## config.mk

```make
export PLATFORM = sky130hd
export DESIGN_NAME = msslr_front
export DESIGN_NICKNAME = d
export VERILOG_FILES = /design/src/sv/msslr_pkg.sv /design/src/sv/msslr_front.sv
export SDC_FILE = /design/constraint.sdc
export NUM_CORES = 1
export LEC_CHECK = 0
export ABC_CLOCK_PERIOD_IN_PS = 6820
export BUFFER_PORTS_ARGS = -buffer_cell sky130_fd_sc_hd__buf_2
export CAP_MARGIN = 20
export CORE_MARGIN = 5
export CORE_UTILIZATION = 40
export DETAILED_ROUTE_END_ITERATION = 10
export GPL_TIMING_DRIVEN = 0
export PLACE_DENSITY = 0.63
export SYNTH_ARGS = -nofsm -noshare
export SYNTH_HDL_FRONTEND = slang
export SYNTH_SLANG_ARGS = --single-unit
```

## constraint.sdc

```tcl
create_clock -name clock -period 6.82 [get_ports clock]
set_input_delay 0.341 -clock clock [delete_from_list [all_inputs] [get_ports clock]]
set_output_delay 0.341 -clock clock [all_outputs]
set_load 0.005 [all_outputs]
```

## src/sv/msslr_pkg.sv

```systemverilog
package msslr_pkg;

   typedef enum logic [1:0] {
      OP_START = 2'd0,
      OP_LOAD  = 2'd1,
      OP_READ  = 2'd2,
      OP_NOP   = 2'd3
   } op_type;

   localparam int IDX_W  = 15;
   localparam int FRAC_W = 16;
   localparam int SMP_W  = 16;

   typedef struct packed {
      op_type                    op;
      logic signed [SMP_W-1:0]   sample;
      logic                      neg;
      logic [IDX_W-1:0]          idx;
      logic [FRAC_W-1:0]         frac;
   } item_type;

endpackage

```

## src/sv/msslr_front.sv

```systemverilog
module msslr_front (
   input  logic                clock,
   input  logic                reset,
   input  logic                start,
   output logic                busy,
   input  logic [1:0]          req_type,
   input  logic signed [15:0]  req_sample_in,
   input  logic signed [31:0]  req_position,
   output logic                item_valid,
   input  logic                item_ready,
   output msslr_pkg::item_type item
);

   msslr_pkg::item_type q_ff [2];
   logic                wr_ptr_ff, wr_ptr_in;
   logic                rd_ptr_ff, rd_ptr_in;
   logic [1:0]          cnt_ff, cnt_in;
   msslr_pkg::item_type cls;
   logic                push, pop;

   always_comb begin
      case (req_type)
         2'd0:    cls.op = msslr_pkg::OP_START;
         2'd1:    cls.op = msslr_pkg::OP_LOAD;
         2'd2:    cls.op = msslr_pkg::OP_READ;
         default: cls.op = msslr_pkg::OP_NOP;
      endcase
      cls.sample = req_sample_in;
      cls.neg    = req_position[31];
      cls.idx    = req_position[30:16];
      cls.frac   = req_position[15:0];
   end

   assign busy       = (cnt_ff == 2'd2);
   assign item_valid = (cnt_ff != 2'd0);
   assign item       = q_ff[rd_ptr_ff];
   assign push       = start && !busy;
   assign pop        = item_valid && item_ready;

   always_comb begin
      wr_ptr_in = wr_ptr_ff ^ push;
      rd_ptr_in = rd_ptr_ff ^ pop;
      cnt_in    = cnt_ff + {1'b0, push} - {1'b0, pop};
   end

   always_ff @(posedge clock) begin
      if (reset) begin
         wr_ptr_ff <= 1'b0;
         rd_ptr_ff <= 1'b0;
         cnt_ff    <= 2'd0;
      end else begin
         wr_ptr_ff <= wr_ptr_in;
         rd_ptr_ff <= rd_ptr_in;
         cnt_ff    <= cnt_in;
      end
   end

   always_ff @(posedge clock) begin
      if (push) begin
         q_ff[wr_ptr_ff] <= cls;
      end
   end

endmodule

```

==> impl_metrics.yaml, run 1 <==
timing:
  fin_hold_ws_ps: 167
  timing.final.crit_period_ps: 1970
  setup_viol: 0
  tns_ps: 0
  finalCritPeriodShare: 0.289
  slew_violations: 0
  timing.fmax_ghz: 0.508
  slew_headroom: 0.555
  rsz0062_at_grt: "no"
  tightestPinTransition_ps: 667
  fin_skew_ps: 8.66
  hold_violations: 0
floorplanning:
  die_area_um2: 11800
  die_x_um: 109
  die_y_um: 109
  initial_core_util: 0.404
  core_um2: 9640
  placementRows: 36
  io_pins: 106
yosys:
  yosysUniqueCellTypes: 17
  yosysSeqAreaShare: 0.792
  synthCells: 181
  ys_ff_latch: 104
  synthTopCellsByArea: "edfxtp_1, mux2_2, dfxtp_1"
  ys_warn_count: 0
  synth.largest_area_cell: "edfxtp_1"
  synth_most_common_cell: "edfxtp_1"
  synth_area_um2: 3890
  postSynthAreaPerCell_um2: 21.5
  synth_edf_count: 100
  synthFlopType: "edfxtp_1"
  synthTopCellsByCount: "edfxtp_1, mux2_2, buf_6, mux2_4"
  synth_nets: 239
  synth_top_area_share: 0.771
  synthArstFlopShare: 0
global_route:
  top_usage_layer: "met2"
  overflow: 0
  grt_first_pass_wirelength_um: 9920
  grt_use_total: 0.112
  grt_max_degree: 28
  antenna_found_initial: 0
  gr-usage-met3: 0.0320
  met2_usage: 0.189
  grt_pass1_vias: 1988
  met1_usage: 0.134
cts:
  h-tree-depth: 3
  cts_inserted_buffers: 9
  path_clk_slew_ps: 100
  post-cts-setup-buffer-count: 0
  clkLatencyLatePin_ps: 350
  cts_tree: "yes"
  ctsHoldBuffers: 0
  clockBufferDepth: 2
  cts_sinks: 104
  clock-root-buffer: "clkbuf_8"
  cts_resized: 0
power_and_ir_drop:
  swShare: 0.252
  ir_drop_v: 0.000128
  static-leakage-power_nw: 1.83
  power_switching_w: 0.000417
  power_density_nw_per_um2: 342
  p_seq_frac: 0.501
  clock_power_share: 0.256
  pwr-share-comb: 0.243
  p_int_w: 0.00124
min_path:
  hold_depth: 1
  min_path_type: "input pin to flop"
  hp-start: "req_position[11]"
route:
  drt_iter0_drc: 39
  via_count: 1952
  post_drt_via_cell_ratio: 4.49
  routed_wirelength_um: 6650
  antenna_left: 0
  firstDrtPassIters: 4
  drc: 0
  wl_per_cell_um: 15.3
finish:
  final_nets: 355
  drive_gt1_frac: 0.596
  diodes: 0
  nFillCells: 846
  area.growth.synth_to_final_pct: 24.5
  post-route-cell-area_um2: 4840
place:
  hpwlAfterDp_um: 4540
  portBuffers: 103
  placed_cell_area_um2: 4620
  gp_congestion: 0.670
setup_path:
  start_kind: "flop"
  crit_arrival_ps: 2020
  endpoint_kind: "flop"
  cp_max_fo: 27
  required_ps: 6870
  worstSetupPathType: "flop to flop"
  r2r_cells: 4
  critPathLaunch: "cnt_ff[0]"
  r2r_start: "cnt_ff[0]"
run:
  cap_violations: 0
outcome:
  status: "complete, no violations"
## cell type report
class | instances | area [um2] | area share
Sequential cell | 104 | 3080 | 0.636
Multi-Input combinational cell | 66 | 724 | 0.150
Timing Repair Buffer | 105 | 556 | 0.115
Tap cell | 133 | 166 | 0.0343
Clock buffer | 9 | 124 | 0.0256
Clock inverter | 7 | 101 | 0.0209
Buffer | 8 | 78.8 | 0.0163
Inverter | 3 | 11.3 | 0.00232
## path summary, 6_finish.rpt
| check | end | slack (ps) |
|---|---|---|
| min reg2reg | wr_ptr_ff | 600 |
| max | q_ff[1][28] | 4850 |
| min | q_ff[0][11] | 170 |
| max reg2reg | q_ff[1][28] | 4850 |
## power by group through the flow
stage | Sequential [W] | Clock (W) | Combinational, W
2_1_floorplan | 0.000843 | 0 | 0.000248
3_3_place_gp | 0.000849 | 0 | 0.000398
3_5_place_dp | 0.000846 | 0 | 0.000417
4_1_cts | 0.000831 | 0.000439 | 0.000419
5_1_grt | 0.000837 | 0.000466 | 0.000444
6_report | 0.000830 | 0.000423 | 0.000403
## logic make-up (layout without fill, tap and decap cells)
logic type      Yosys count  in the layout  synth area share
fa+ha+maj                 4              4            0.0129
mux                      51             51             0.152
compound gates            1              1           0.00193
flops                   104            104             0.792
xor+xnor                  1              1           0.00579
buf+inv                  11            132            0.0231
simple gates              9              9            0.0119
## through the flow
stage          utilization  std cells  setup WS, ps  power, W
5_1_grt              0.503        435          4710   0.00175
2_1_floorplan            -        181          4550   0.00109
3_5_place_dp         0.479        419          4830   0.00126
6_report             0.503        435          4850   0.00166
3_3_place_gp         0.475        417          3740   0.00125
4_1_cts              0.503        435          4810   0.00169
## worst max-delay path: stages, from the launching register on
cell and delay (ps):
dfxtp_1 380, nand2b_1 160, and2_1 190, ha_2 640, buf_12 270
## flip-flops by register name (all words and copies together) (netlist names)
register	count
cnt_ff	2
rd_ptr_ff	1
q_ff	100
wr_ptr_ff	1
## placed cells by master, fill, tap and decap left out, drive strengths merged
| cell | n |
|---|---|
| clkbuf | 11 |
| nor2 | 3 |
| o21a | 1 |
| nand2b | 1 |
| inv | 6 |
| edfxtp | 100 |
| dfxtp | 4 |
| bufinv | 2 |
| or2 | 1 |
| nand2 | 1 |
| and2 | 1 |
| nor2b | 2 |
| clkinv | 2 |
| buf | 111 |
| ha | 4 |
| xnor3 | 1 |
| mux2 | 51 |
## per-layer routing
layer,wire length (um),up-vias
li1,-,929
met1,2710,955
met2,3430,64
met3,441,4
met4,69,0
met5,0,-
Note: power is estimated with default switching activity, not from simulation.
==> run 2, diff against run 1 <==
--- a/config.mk
+++ b/config.mk
@@ -5,14 +5,14 @@
 export SDC_FILE = /design/constraint.sdc
 export NUM_CORES = 1
 export LEC_CHECK = 0
-export ABC_CLOCK_PERIOD_IN_PS = 6820
+export ABC_CLOCK_PERIOD_IN_PS = 1800
 export BUFFER_PORTS_ARGS = -buffer_cell sky130_fd_sc_hd__buf_2
 export CAP_MARGIN = 20
 export CORE_MARGIN = 5
 export CORE_UTILIZATION = 40
 export DETAILED_ROUTE_END_ITERATION = 10
 export GPL_TIMING_DRIVEN = 0
-export PLACE_DENSITY = 0.63
+export PLACE_DENSITY = 0.65
 export SYNTH_ARGS = -nofsm -noshare
 export SYNTH_HDL_FRONTEND = slang
 export SYNTH_SLANG_ARGS = --single-unit
==> constraint.sdc (replaced) <==
create_clock -name clock -period 1.8 [get_ports clock]
set_input_delay 0.09 -clock clock [delete_from_list [all_inputs] [get_ports clock]]
set_output_delay 0.09 -clock clock [all_outputs]
set_load 0.005 [all_outputs]
==> run 2 against run 1 <==
Net effect: global-route usage is 1.3 points higher; sequential cell count stayed put; sequential share of layout area is 6.2 points lower; combinational power grew to 4.1 times the previous value; largest cell class unchanged.
==> impl_metrics.yaml, run 2 (same netlist as run 1, synthesis figures left out) <==
finish:
  layout_commonest_cell: "buf_2"
  layout_common_cells: "buf_2, edfxtp_1, dlygate4sd3_1"
  reg_top3: "q_ff x100, cnt_ff x2"
  final_nets: 407
  finalNonFillerCells: 486
  largest_reg_flops: 100
  top_register: "q_ff"
  diodes: 0
  drive_gt1_frac: 0.510
  area.growth.synth_to_final_pct: 38.0
place:
  hpwlAfterDp_um: 4620
  portBuffers: 103
  dp.cells: 419
  gp_congestion: 0.687
global_route:
  grt_max_degree: 32
  grt_first_pass_wirelength_um: 11300
  grt_use_total: 0.126
  antenna_found_initial: 0
  overflow: 0
  grt_pass1_vias: 2376
power_and_ir_drop:
  static-leakage-power_nw: 2.04
  total_power_w: 0.00620
  ir_drop_v: 0.000532
  power_density_nw_per_um2: 1150
timing:
  fin_skew_ps: 10.5
  tightestPinTransition_ps: 359
  timing.fmax_ghz: 0.597
  hold_violations: 0
  fin_hold_ws_ps: 178
  rsz0062_at_grt: "no"
  timing.final.crit_period_ps: 1680
  slew_violations: 0
  slew_headroom: 0.761
  setup_viol: 0
  finalCritPeriodShare: 0.931
cts:
  clock-root-buffer: "clkbuf_8"
  path_clk_slew_ps: 90
  cts_tree: "yes"
  clockBufferDepth: 2
  h-tree-depth: 3
  cts_inserted_buffers: 9
  cts_sinks: 104
  clkLatencyLatePin_ps: 340
route:
  firstDrtPassIters: 4
  drc: 0
  antenna_left: 0
  routed_wirelength_um: 7210
  drt_iter0_drc: 83
  wl_per_cell_um: 14.8
  via_count: 2180
  post_drt_via_cell_ratio: 4.49
floorplanning:
  io_pins: 106
  die_area_um2: 11800
  die_y_um: 109
  initial_core_util: 0.404
  placementRows: 36
  core_um2: 9640
  die_x_um: 109
setup_path:
  critPathLaunch: "cnt_ff[0]"
  cp_max_fo: 29
  start_kind: "flop"
  crit_arrival_ps: 1720
  crit_buf_inv: 1
  cp_cell_sequence: "nand2b_1 > and2_2 > ha_4 > buf_12"
  r2r_start: "cnt_ff[0]"
  required_ps: 1840
  cp_slowest_cell: "dfxtp_1"
  worstSetupPathType: "flop to flop"
  endpoint_kind: "flop"
  cp_top_family: "flip-flops"
  critPathMaxStageDelay_ps: 380
run:
  cap_violations: 0
min_path:
  hp-start: "item_ready"
  min_path_type: "input pin to flop"
outcome:
  status: "complete, no violations"
==> run 2: path summary, 6_finish.rpt <==
kind	to	slack, ps	cells after the start
worst max register to register	q_ff[0][43]	120	4
worst min register to register	wr_ptr_ff	640	3
worst min-delay path	rd_ptr_ff	180	3
worst max-delay path	q_ff[0][43]	120	4
==> run 2: cell type report <==
| cell class | count | area, um2 |
|---|---|---|
| multi-input cells | 66 | 746 |
| repair buffers | 157 | 1100 |
| inverters | 3 | 11.3 |
| clock inverters | 4 | 55.1 |
| flip-flops and latches | 104 | 3080 |
| fillers | 812 | 4270 |
| plain buffers | 8 | 78.8 |
| clock buffers | 11 | 131 |
| well taps | 133 | 166 |
==> run 2: what timing repair did <==
| action | 4_1_cts | 5_1_grt |
|---|---|---|
| gates resized for setup | 3 | 0 |
| pin swaps | 0 | 0 |
| setup endpoints to repair | 79 | 20 |
| hold buffers | 51 | 0 |
| buffers inserted | 0 | 1 |
| hold endpoints to repair | 103 | 0 |
==> run 2: metrics by stage <==
| stage | setup TNS (ps) | worst slack, ps | utilization | cell area (um2) |
|---|---|---|---|---|
| after floorplan | -47000 | -470 | - | 3890 |
| after global placement | -123240 | -1240 | 0.475 | 4570 |
| after detailed placement | -12060 | -271 | 0.480 | 4630 |
| after CTS | 0 | 19.1 | 0.555 | 5350 |
| after global routing | 0 | 15.6 | 0.557 | 5370 |
| final | 0 | 124 | 0.557 | 5370 |
==> run 2: worst min-delay path, delay by kind of cell <==
family	cells	cell delay (ps)
AOI/OAI and AO/OA	1	160
muxes	1	160
buffers and inverters	1	80
==> run 2: metal layers <==
layer | GRT usage | up-vias | wire length [um] | part of all wire
met1 | 0.135 | 1078 | 2870 | 0.40
met4 | 0.0325 | 0 | 65 | 0.0090
met2 | 0.236 | 65 | 3830 | 0.53
met3 | 0.0426 | 7 | 451 | 0.063
li1 | - | 1030 | - | -
met5 | 0 | - | 0 | 0
==> run 2: report_power, final <==
part	total (W)	switching, W	internal, W
clock	0.00138	0.000737	0.000645
combinational	0.00167	0.000729	0.000940
sequential	0.00315	0.0000873	0.00306
total	0.00620	0.00155	0.00465
==> run 3, diff against run 2 <==
--- a/config.mk
+++ b/config.mk
@@ -13,6 +13,7 @@
 export DETAILED_ROUTE_END_ITERATION = 10
 export GPL_TIMING_DRIVEN = 0
 export PLACE_DENSITY = 0.65
+export SETUP_SLACK_MARGIN = 0.4
 export SYNTH_ARGS = -nofsm -noshare
 export SYNTH_HDL_FRONTEND = slang
 export SYNTH_SLANG_ARGS = --single-unit
==> run 3 against run 2 <==
Net effect: largest power group unchanged; utilization grew 3.7 points; clock power shrank 9%; register-to-register slack gained 310 ps; sequential cell count is the same; non-clock buffer count grew 9; via count is essentially flat; global-route usage grew 0.49 points.
==> impl_metrics.yaml, run 3 (same netlist as run 1, synthesis figures left out) <==
outcome:
  status: "complete, no violations"
timing:
  tns_ps: 0
  timing.fmax_ghz: 0.646
  tightestPinTransition_ps: 162
  finalCritPeriodShare: 0.860
  fin_skew_ps: 11.8
  hold_violations: 0
  slew_headroom: 0.892
  slew_violations: 0
  setup_viol: 0
  fin_hold_ws_ps: 192
  rsz0062_at_grt: "yes"
  timing.final.crit_period_ps: 1550
floorplanning:
  die_x_um: 109
  die_area_um2: 11800
  initial_core_util: 0.404
  io_pins: 106
  core_um2: 9640
  placementRows: 36
  die_y_um: 109
finish:
  drive_gt1_frac: 0.533
  final_nets: 416
  layout_commonest_cell: "edfxtp_1"
  largest_reg_flops: 100
  top_register: "q_ff"
  area.growth.synth_to_final_pct: 47.2
  layout_common_cells: "edfxtp_1, buf_2, dlygate4sd3_1"
  reg_top3: "q_ff x100, cnt_ff x2"
  diodes: 0
route:
  wl_per_cell_um: 15.8
  drt_iter0_drc: 54
  post_drt_via_cell_ratio: 4.40
  drc: 0
  firstDrtPassIters: 4
  via_count: 2178
  routed_wirelength_um: 7810
  antenna_left: 0
setup_path:
  cp_max_fo: 10
  worstSetupPathType: "flop to output pin"
  crit_top_cell: "buf_12"
  r2r_start: "cnt_ff[1]"
  cp_cell_sequence: "buf_12 > buf_12 > mux2_2 > buf_2"
  cp_slowest_cell: "dfxtp_4"
  critPathLaunch: "rd_ptr_ff"
  critPathMaxStageDelay_ps: 380
  endpoint_kind: "output pin"
  start_kind: "flop"
  crit_arrival_ps: 1460
  required_ps: 1710
place:
  hpwlAfterDp_um: 4200
  portBuffers: 103
  gp_congestion: 0.672
cts:
  h-tree-depth: 3
  cts_sinks: 104
  clock-root-buffer: "clkbuf_8"
  clkLatencyLatePin_ps: 350
  cts_inserted_buffers: 9
  cts_tree: "yes"
  path_clk_slew_ps: 90
  clockBufferDepth: 2
global_route:
  antenna_found_initial: 0
  grt_pass1_vias: 2345
  overflow: 0
  grt_max_degree: 26
  grt_use_total: 0.131
  grt_first_pass_wirelength_um: 11500
min_path:
  hp-start: "start"
  min_path_type: "input pin to flop"
power_and_ir_drop:
  power_density_nw_per_um2: 1160
  ir_drop_v: 0.000541
  static-leakage-power_nw: 2.21
run:
  cap_violations: 0
[run 3: cell count changes in the layout (fill, tap and decap cells not counted), sizes merged]
cell      delta
buf          +8
clkinv       +2
bufinv       -1
clkbuf       +1
clkinvlp     -1
[run 3: through the flow]
step | setup slack [ps] | instance area (um2) | util | instances | total power, W
floorplan | 363 | 3930 | - | 181 | 0.00417
global placement | 136 | 4610 | 0.478 | 417 | 0.00474
detailed placement | 119 | 4610 | 0.478 | 417 | 0.00478
CTS | 214 | 5510 | 0.572 | 491 | 0.00643
global route | 180 | 5730 | 0.594 | 495 | 0.00701
finish | 252 | 5730 | 0.594 | 495 | 0.00665
[run 3: worst paths after layout]
check | to | slack, ps | cells after the start
min | wr_ptr_ff | 190 | 4
max | item[10] | 250 | 4
min reg2reg | cnt_ff[0] | 620 | 2
max reg2reg | cnt_ff[1] | 430 | 6
[run 3: power by group]
part	total (W)	switching [W]	internal (W)
Combinational	0.00222	0.000845	0.00137
Sequential	0.00318	0.000103	0.00307
Clock	0.00125	0.000747	0.000505
Total	0.00665	0.00169	0.00495
[run 3: worst max-delay path, delay by kind of cell, from the launching register on]
family                 cells  cell delay, ps
muxes                      1             340
buffers and inverters      3             400
DFF                        1             380
[run 3: repair_timing]
item	4_1_cts	5_1_grt
endpoints found under the hold margin	103	0
endpoints found under the setup margin	151	52
pin swaps	1	1
hold buffers	51	0
gates cloned	1	2
resized for setup	20	31
setup buffers	7	2
[run 3: area by class of cell]
cell class                 count  area (um2)
fill                         758        3910
sequential                   104        3090
clock inverter                 4        31.3
buffer                         8         123
timing repair buffer         166        1370
inverter                       3        11.3
tap                          133         166
clock buffer                  11         131
multi-input combinational     66         811
[run 3: metal layers]
metal  vias to the layer above  GRT usage  share of wire  wire length, um
met3                         5     0.0379          0.060              465
met5                         -          0              0                0
met4                         0     0.0433         0.0063               49
li1                       1052          -              -                -
met1                      1051      0.153           0.41             3170
met2                        70      0.230           0.53             4130
